--- src/sv/pll_pkg.sv ---
// Shared constants, widths and word layouts for the piecewise-linear lookup core.
`default_nettype none

package pll_pkg;

  localparam int MAX_POINTS = 32;
  localparam int FRAC_BITS  = 16;

  localparam int DATA_W = 32;
  localparam int ADDR_W = $clog2(MAX_POINTS);
  localparam int CNT_W  = $clog2(MAX_POINTS + 1);
  localparam int STEP_W = $clog2(DATA_W);
  localparam int PROD_W = 2 * DATA_W;
  localparam int OFF_W  = PROD_W - FRAC_BITS + 1;
  localparam int XF_W   = OFF_W + 2;

  localparam int IN_BITS    = ADDR_W + 3 * DATA_W;
  localparam int IN_TDATA_W = ((IN_BITS + 7) / 8) * 8;
  localparam int OUT_TDATA_W = ((DATA_W + 7) / 8) * 8;

  localparam logic [CNT_W-1:0] POINT_COUNT_RST = CNT_W'(2);

  typedef enum logic {
    MODE_WRITE = 1'b0,
    MODE_QUERY = 1'b1
  } mode_e;

  typedef struct packed {
    logic [DATA_W-1:0] y;
    logic [DATA_W-1:0] x;
  } point_t;

endpackage

`default_nettype wire

--- src/sv/piecewise_linear_lookup_core.sv ---
// Piecewise-linear lookup core: breakpoint table, segment scan, serial multiply and divide.
// A write word goes from acceptance to ST_DONE and from there into the output register.
// A query primes the scan, compares segments in turn, then runs a serial multiply and a serial divide;
// a relative query first runs a serial multiply of its own to map its position onto the table.
// One word is in work at a time; no new word is taken until the last one has left ST_DONE.
// Reset clears control state and sets point_count to two; the table is undefined until written.
`default_nettype none

module piecewise_linear_lookup_core
  import pll_pkg::*;
(
  input  wire logic                   clk_i,
  input  wire logic                   rst_ni,
  input  wire logic                   cfg_we_i,
  input  wire logic [CNT_W-1:0]       cfg_wdata_i,     // point_count
  input  wire logic                   s_axis_tvalid_i,
  output logic                        s_axis_tready_o,
  // point_index, point_x, point_y, query_pos, zero padding
  input  wire logic [IN_TDATA_W-1:0]  s_axis_tdata_i,
  input  wire logic [1:0]             s_axis_tuser_i,  // mode, relative
  output logic                        m_axis_tvalid_o,
  input  wire logic                   m_axis_tready_i,
  output logic [OUT_TDATA_W-1:0]      m_axis_tdata_o,  // value_out
  output logic                        m_axis_tuser_o   // found
);

  typedef enum logic [3:0] {
    ST_IDLE,
    ST_REL_A,
    ST_REL_B,
    ST_REL_C,
    ST_FILL,
    ST_PRIME,
    ST_CMP,
    ST_MUL,
    ST_DIV,
    ST_Y,
    ST_DONE
  } state_e;

  state_e              state_q;
  logic [CNT_W-1:0]    count_q;
  logic [CNT_W-1:0]    n_lim;
  logic [CNT_W-1:0]    ptr_q;
  logic [STEP_W-1:0]   step_q;
  logic [ADDR_W-1:0]   rd_addr;
  point_t              mem [MAX_POINTS];
  point_t              rdata_q;
  point_t              prev_q;
  logic [DATA_W-1:0]   qpos_q;
  logic [DATA_W-1:0]   xf_q;
  logic [DATA_W-1:0]   x_q;
  logic [DATA_W-1:0]   y0_q;
  logic [DATA_W-1:0]   dx_q;
  logic                neg_q;
  logic                rel_mul_q;
  logic [DATA_W-1:0]   hi_q;
  logic [DATA_W-1:0]   lo_q;
  logic [DATA_W-1:0]   opa_q;
  logic [DATA_W-1:0]   res_value_q;
  logic                res_found_q;
  logic                out_valid_q;
  logic [DATA_W-1:0]   out_value_q;
  logic                out_found_q;

  logic                s_acc;
  logic                out_free;
  logic [ADDR_W-1:0]   in_index;
  logic [DATA_W-1:0]   in_x;
  logic [DATA_W-1:0]   in_y;
  logic [DATA_W-1:0]   in_q;
  logic                in_mode;
  logic                in_rel;

  logic [DATA_W:0]     diff;
  logic [DATA_W-1:0]   diff_mag;
  logic [DATA_W-1:0]   q_mag;
  logic [PROD_W-1:0]   prod;
  logic [OFF_W-1:0]    off_mag;
  logic [XF_W-1:0]     off_s;
  logic [XF_W-1:0]     x_full;
  logic                x_in_range;
  logic                hit;
  logic [DATA_W:0]     dy;
  logic [DATA_W-1:0]   dy_mag;
  logic [DATA_W:0]     t_full;
  logic [DATA_W:0]     dx_full;
  logic [DATA_W:0]     mul_sum;
  logic [DATA_W:0]     div_rs;
  logic [DATA_W:0]     div_diff;
  logic                div_ok;
  logic [DATA_W+1:0]   y_full;
  logic [DATA_W-1:0]   y_sat;

  assign in_index = s_axis_tdata_i[ADDR_W-1:0];
  assign in_x     = s_axis_tdata_i[ADDR_W +: DATA_W];
  assign in_y     = s_axis_tdata_i[ADDR_W + DATA_W +: DATA_W];
  assign in_q     = s_axis_tdata_i[ADDR_W + 2 * DATA_W +: DATA_W];
  assign in_mode  = s_axis_tuser_i[0];
  assign in_rel   = s_axis_tuser_i[1];

  assign s_axis_tready_o = (state_q == ST_IDLE);
  assign s_acc           = s_axis_tvalid_i && s_axis_tready_o;
  assign out_free        = !out_valid_q || m_axis_tready_i;

  assign m_axis_tvalid_o = out_valid_q;
  assign m_axis_tdata_o  = OUT_TDATA_W'(out_value_q);
  assign m_axis_tuser_o  = out_found_q;

  assign n_lim = (count_q > CNT_W'(MAX_POINTS)) ? CNT_W'(MAX_POINTS) : count_q;

  always_comb begin
    unique case (state_q)
      ST_REL_A:                   rd_addr = ADDR_W'(n_lim - CNT_W'(1));
      ST_FILL, ST_PRIME, ST_CMP:  rd_addr = ptr_q[ADDR_W-1:0];
      default:                    rd_addr = '0;
    endcase
  end

  always_ff @(posedge clk_i) begin
    if (s_acc && (mode_e'(in_mode) == MODE_WRITE)) begin
      mem[in_index] <= '{y: in_y, x: in_x};
    end
    rdata_q <= mem[rd_addr];
  end

  always_comb begin
    diff     = {rdata_q.x[DATA_W-1], rdata_q.x} - {xf_q[DATA_W-1], xf_q};
    diff_mag = diff[DATA_W] ? DATA_W'(-diff) : diff[DATA_W-1:0];
    q_mag    = qpos_q[DATA_W-1] ? DATA_W'(-qpos_q) : qpos_q;

    prod     = {hi_q, lo_q};
    off_mag  = OFF_W'(prod[PROD_W-1:FRAC_BITS])
             + OFF_W'(neg_q && (prod[FRAC_BITS-1:0] != '0));
    off_s    = neg_q ? XF_W'(-{2'b00, off_mag}) : {2'b00, off_mag};
    x_full   = {{(XF_W-DATA_W){xf_q[DATA_W-1]}}, xf_q} + off_s;
    x_in_range = (&x_full[XF_W-1:DATA_W-1]) || !(|x_full[XF_W-1:DATA_W-1]);

    hit      = ($signed(prev_q.x) < $signed(rdata_q.x))
            && ($signed(prev_q.x) <= $signed(x_q))
            && ($signed(x_q) <= $signed(rdata_q.x));
    dy       = {rdata_q.y[DATA_W-1], rdata_q.y} - {prev_q.y[DATA_W-1], prev_q.y};
    dy_mag   = dy[DATA_W] ? DATA_W'(-dy) : dy[DATA_W-1:0];
    t_full   = {x_q[DATA_W-1], x_q} - {prev_q.x[DATA_W-1], prev_q.x};
    dx_full  = {rdata_q.x[DATA_W-1], rdata_q.x} - {prev_q.x[DATA_W-1], prev_q.x};

    mul_sum  = {1'b0, hi_q} + (lo_q[0] ? {1'b0, opa_q} : '0);

    div_rs   = {hi_q, lo_q[DATA_W-1]};
    div_diff = div_rs - {1'b0, opa_q};
    div_ok   = (div_rs >= {1'b0, opa_q});

    y_full   = neg_q ? ({{2{y0_q[DATA_W-1]}}, y0_q} - {2'b00, lo_q})
                     : ({{2{y0_q[DATA_W-1]}}, y0_q} + {2'b00, lo_q});
    if (y_full[DATA_W+1:DATA_W-1] == 3'b000 || y_full[DATA_W+1:DATA_W-1] == 3'b111) begin
      y_sat = y_full[DATA_W-1:0];
    end else if (y_full[DATA_W+1]) begin
      y_sat = {1'b1, {(DATA_W-1){1'b0}}};
    end else begin
      y_sat = {1'b0, {(DATA_W-1){1'b1}}};
    end
  end

  always_ff @(posedge clk_i or negedge rst_ni) begin
    if (!rst_ni) begin
      state_q     <= ST_IDLE;
      count_q     <= POINT_COUNT_RST;
      ptr_q       <= '0;
      step_q      <= '0;
      prev_q      <= '0;
      qpos_q      <= '0;
      xf_q        <= '0;
      x_q         <= '0;
      y0_q        <= '0;
      dx_q        <= '0;
      neg_q       <= 1'b0;
      rel_mul_q   <= 1'b0;
      hi_q        <= '0;
      lo_q        <= '0;
      opa_q       <= '0;
      res_value_q <= '0;
      res_found_q <= 1'b0;
      out_valid_q <= 1'b0;
      out_value_q <= '0;
      out_found_q <= 1'b0;
    end else begin
      if (cfg_we_i) begin
        count_q <= cfg_wdata_i;
      end

      if ((state_q == ST_DONE) && out_free) begin
        out_valid_q <= 1'b1;
        out_value_q <= res_value_q;
        out_found_q <= res_found_q;
      end else if (m_axis_tready_i) begin
        out_valid_q <= 1'b0;
      end

      unique case (state_q)
        ST_IDLE: begin
          if (s_acc) begin
            res_value_q <= '0;
            res_found_q <= 1'b0;
            qpos_q      <= in_q;
            x_q         <= in_q;
            ptr_q       <= CNT_W'(1);
            if (mode_e'(in_mode) == MODE_WRITE || n_lim < CNT_W'(2)) begin
              state_q <= ST_DONE;
            end else if (in_rel) begin
              state_q <= ST_REL_A;
            end else begin
              state_q <= ST_PRIME;
            end
          end
        end
        ST_REL_A: begin
          xf_q    <= rdata_q.x;
          state_q <= ST_REL_B;
        end
        ST_REL_B: begin
          hi_q      <= '0;
          lo_q      <= q_mag;
          opa_q     <= diff_mag;
          neg_q     <= qpos_q[DATA_W-1] ^ diff[DATA_W];
          step_q    <= '0;
          rel_mul_q <= 1'b1;
          state_q   <= ST_MUL;
        end
        ST_REL_C: begin
          x_q   <= x_full[DATA_W-1:0];
          ptr_q <= '0;
          if (x_in_range) begin
            state_q <= ST_FILL;
          end else begin
            state_q <= ST_DONE;
          end
        end
        ST_FILL: begin
          ptr_q   <= CNT_W'(1);
          state_q <= ST_PRIME;
        end
        ST_PRIME: begin
          prev_q  <= rdata_q;
          ptr_q   <= ptr_q + CNT_W'(1);
          state_q <= ST_CMP;
        end
        ST_CMP: begin
          if (hit) begin
            hi_q      <= '0;
            lo_q      <= t_full[DATA_W-1:0];
            opa_q     <= dy_mag;
            dx_q      <= dx_full[DATA_W-1:0];
            y0_q      <= prev_q.y;
            neg_q     <= dy[DATA_W];
            step_q    <= '0;
            rel_mul_q <= 1'b0;
            state_q   <= ST_MUL;
          end else if (ptr_q == n_lim) begin
            state_q <= ST_DONE;
          end else begin
            prev_q <= rdata_q;
            ptr_q  <= ptr_q + CNT_W'(1);
          end
        end
        ST_MUL: begin
          hi_q   <= mul_sum[DATA_W:1];
          lo_q   <= {mul_sum[0], lo_q[DATA_W-1:1]};
          step_q <= step_q + STEP_W'(1);
          if (step_q == '1) begin
            step_q <= '0;
            if (rel_mul_q) begin
              state_q <= ST_REL_C;
            end else begin
              opa_q   <= dx_q;
              state_q <= ST_DIV;
            end
          end
        end
        ST_DIV: begin
          hi_q   <= div_ok ? div_diff[DATA_W-1:0] : div_rs[DATA_W-1:0];
          lo_q   <= {lo_q[DATA_W-2:0], div_ok};
          step_q <= step_q + STEP_W'(1);
          if (step_q == '1) begin
            step_q  <= '0;
            state_q <= ST_Y;
          end
        end
        ST_Y: begin
          res_value_q <= y_sat;
          res_found_q <= 1'b1;
          state_q     <= ST_DONE;
        end
        ST_DONE: begin
          if (out_free) begin
            state_q <= ST_IDLE;
          end
        end
        default: begin
          state_q <= ST_IDLE;
        end
      endcase
    end
  end

  a_not_found_zero: assert property (@(posedge clk_i) disable iff (!rst_ni)
    out_valid_q && !out_found_q |-> out_value_q == '0)
    else $error("result without a segment carries a non-zero value");

  a_div_nonzero: assert property (@(posedge clk_i) disable iff (!rst_ni)
    state_q == ST_DIV |-> opa_q != '0)
    else $error("division started with a zero divisor");

  a_div_rem: assert property (@(posedge clk_i) disable iff (!rst_ni)
    state_q == ST_DIV |-> hi_q < opa_q)
    else $error("partial remainder not below divisor");

  a_one_word: assert property (@(posedge clk_i) disable iff (!rst_ni)
    s_axis_tvalid_i && s_axis_tready_o |=> !s_axis_tready_o)
    else $error("second word taken while one is in work");

endmodule

`default_nettype wire

--- config.mk ---
export PLATFORM = sky130hd
export DESIGN_NAME = piecewise_linear_lookup_core
export DESIGN_NICKNAME = d
export VERILOG_FILES = /design/src/sv/pll_pkg.sv /design/src/sv/piecewise_linear_lookup_core.sv
export SDC_FILE = /design/constraint.sdc
export NUM_CORES = 2
export LEC_CHECK = 0
export BUFFER_PORTS_ARGS = -buffer_cell sky130_fd_sc_hd__buf_2
export CORE_MARGIN = 5
export CORE_UTILIZATION = 30
export CTS_CLUSTER_DIAMETER = 100
export DETAILED_ROUTE_END_ITERATION = 16
export PLACE_DENSITY = 0.5
export SLEW_MARGIN = 20
export SYNTH_ARGS = -nofsm -noshare
export SYNTH_HDL_FRONTEND = slang
export SYNTH_SLANG_ARGS = --single-unit
--- constraint.sdc ---
create_clock -name clk_i -period 8.5 [get_ports clk_i]
set_input_delay 1.7 -clock clk_i [delete_from_list [all_inputs] [get_ports clk_i]]
set_output_delay 1.7 -clock clk_i [all_outputs]
set_load 0.005 [all_outputs]
==> impl_metrics.tcl <==
set metrics [dict create \
    antenna_found_initial 56 \
    final_util_pct 34.38 \
    core_um2 389400 \
    hp-class "flop to flop" \
    cp.required_ps 9230 \
    dieArea_um2 403600 \
    slew_headroom_pct 14.44 \
    reg2regPathDepth 34 \
    syn2layout_area_growth_pct 14.13 \
    async_flop_share_pct 16.26 \
    p_leak_uw 0.04737 \
    fin_skew_ps 80.52 \
    h-tree-depth 5 \
    hold_violations 0 \
    fin_crit_ps 8043 \
    path_buf_inv 3 \
    wl_per_cell_um 25.88 \
    worst_pin_slew_ps 1270 \
    worstSetupPathDepth 34 \
    crit_path_max_incr_delay_ps 440 \
    drc 0 \
    drv_slew 0 \
    cp-start-kind "flop" \
    viasPerCell 5.266 \
    final_area_um2 133900 \
    clock.fmax_ghz 0.1243 \
    fillers 37670 \
    max-cap-violations 0 \
    end_kind "flop" \
    place_area_um2 125000 \
    cts_max_path_buffers 4 \
    setup_viol 0 \
    critical_path.most_common_cell "ha_1" \
    hold_slack_ps 476.9 \
    dp_slack_ps -179.9 \
    critPathArrivalTime_ps 8770 \
    post-route-period-util_pct 94.63 \
    layout_commonest_cell "edfxtp_1" \
    clk_pin_slew_ps 60 \
    drive_above_1_share_pct 16.12 \
    ys_types 105 \
    routed_wl_um 367300 \
    drtPass1Iterations 8 \
    ys_seq_area_share_pct 62.26 \
    numPortBuffers 148 \
    grt_start_max_net_pins 128 \
    syn-cell-area_um2 117300 \
    grt_pass1_vias 74360 \
    mostFrequentLayoutCells "edfxtp_1, nand2_1, mux4_2, o21ai_0, nand3_1" \
    ctsHoldBuffers 0 \
    synth_flop_cell "edfxtp_1" \
    dp_hpwl_um 234700 \
    cts_sinks 2522 \
    cts_tree "done" \
    die_h_um 635.3 \
    synth_fp_nets 9041 \
    p_per_area_nw_per_um2 378.5 \
    crit_family "simple AND/OR/NAND/NOR gates" \
    gr-usage-all-layers_pct 17.62 \
    std_cell_rows 229 \
    clk_latency_ps 890 \
    cp_max_fo 7 \
    synth_edf_count 2048 \
    num_vias 74730 \
    critPathSlowestCell "or3_1" \
    drtIter0Drc 6752 \
    ys_seq_elements 2522 \
    avgSynthCellArea_um2 13.64 \
    cts_root_buffer "clkbuf_16" \
    gp_congestion 0.9184 \
    gr-total-overflow 0 \
    io_pins 152 \
    finish.net_count 9216 \
    peakVddDrop_uv 233.6 \
    die_w_um 635.3 \
    grt_pass1_wl_um 530500 \
    critical_path_class "flop to flop" \
    ant_nets 0 \
    hold_depth 2 \
    initial_utilization_pct 30.13 \
    fin_ws_ps 456.6 \
    numCtsBuffers 283 \
    status "finished, final reports clean" \
    postSynthCellCount 8598 \
    ys_warn_count 0 \
]
[worst paths after layout]
check	startpoint	end	slack (ps)
worst min-delay path	prev_q[27]	prev_q[27]	480
max in group asynchronous	rst_ni	neg_q	6020
worst max-delay path	lo_q[0]	state_q[3]	460
worst min register to register	prev_q[27]	prev_q[27]	480
min in group asynchronous	rst_ni	hi_q[13]	830
worst max register to register	lo_q[0]	state_q[3]	460
[Yosys cell counts (all sizes together), types with 46 or more instances]
master / instances / area share (%)
a21o: 142 / 0.91
a21oi: 343 / 1.5
a22oi: 46 / 0.29
a31oi: 66 / 0.35
buf: 138 / 0.46
clkbuf: 300 / 0.96
dfrtp: 409 / 8.7
dfxtp: 64 / 1.1
edfxtp: 2048 / 52
ha: 318 / 3.4
inv: 264 / 0.84
mux2: 77 / 0.74
mux4: 512 / 9.8
nand2: 1134 / 3.6
nand2b: 51 / 0.27
nand3: 414 / 1.8
nand4: 60 / 0.33
nor2: 397 / 1.3
nor3: 78 / 0.35
o21a: 49 / 0.31
o21ai: 504 / 2.2
o31ai: 46 / 0.30
xnor2: 307 / 2.3
xor2: 144 / 1.1
[state kept, by name (all words and copies together), names as in the netlist, 5 cells and up]
name / count
mem: 2048
prev_q: 64
rdata_q: 64
dx_q: 32
hi_q: 32
lo_q: 32
m_axis_tdata_o: 32
opa_q: 32
qpos_q: 32
res_value_q: 32
x_q: 32
xf_q: 32
y0_q: 32
count_q: 6
ptr_q: 6
step_q: 5
[worst register-to-register path: cells and delay by family, from the launching register on]
kind	cells	cell delay, ps
and+or+nand+nor	13	3090
AOI/OAI and AO/OA	11	2190
adders and majority gates	4	1120
xor gates and xnor gates	3	680
buffers and inverters	3	490
DFF	1	350
[timing repair]
item | 4_1_cts | 5_1_grt
setup buffers | 0 | 2
gates cloned | 0 | 0
gates resized for setup | 4 | 30
endpoints found under the setup margin | 3 | 3
pin swaps | 0 | 3
[kinds of logic (layout without fill, tap and decap cells)]
family                   after synthesis  in the layout  share of synthesized area, %
flip-flops                          2522           2522                         62.26
AND/OR/NAND/NOR                     2425           2425                         9.341
AO/OA/AOI/OAI                       1566           1566                         8.529
buffers and inverters                703           1089                         2.266
multiplexers                         605            605                         10.71
XOR/XNOR                             451            451                         3.367
adder cells (fa/ha/maj)              326            326                         3.528
other                                  0             12                             0
[metrics by stage]
step | instances | setup TNS (ps) | power, µW
after floorplan | 8598 | 0 | 31240
after global placement | 13680 | -755.6 | 38910
final | 14190 | 0 | 50670
after global routing | 14190 | -29.41 | 53640
after detailed placement | 13680 | -422.5 | 39060
after CTS | 14180 | 0 | 50920
[where the power goes]
group | internal, µW | switching, µW | total [µW]
registers | 14400 | 1560 | 16000
clock network | 6680 | 4970 | 11600
logic | 8860 | 14200 | 23100
[cell type report]
| cell class | instances | area, µm² | share of cell area [%] |
|---|---|---|---|
| Antenna cell | 12 | 30.03 | 0.02243 |
| Clock buffer | 373 | 7699 | 5.750 |
| Sequential cell | 2522 | 73040 | 54.56 |
| Multi-Input combinational cell | 5373 | 42190 | 31.51 |
| Clock inverter | 123 | 967.2 | 0.7224 |
| Timing Repair Buffer | 328 | 2460 | 1.837 |
| Tap cell | 5197 | 6502 | 4.857 |
| Inverter | 265 | 994.7 | 0.7430 |
[routing by layer]
metal / vias to the layer above / part of all wire (%) / GRT usage (%)
met2: 2268 / 48 / 29.21
met3: 517 / 5.5 / 2.377
met4: 10 / 2.9 / 4.829
li1: 33170 / - / -
met1: 38770 / 44 / 24.25
met5: - / 0.016 / 0
(Power assumes the default switching activity.)
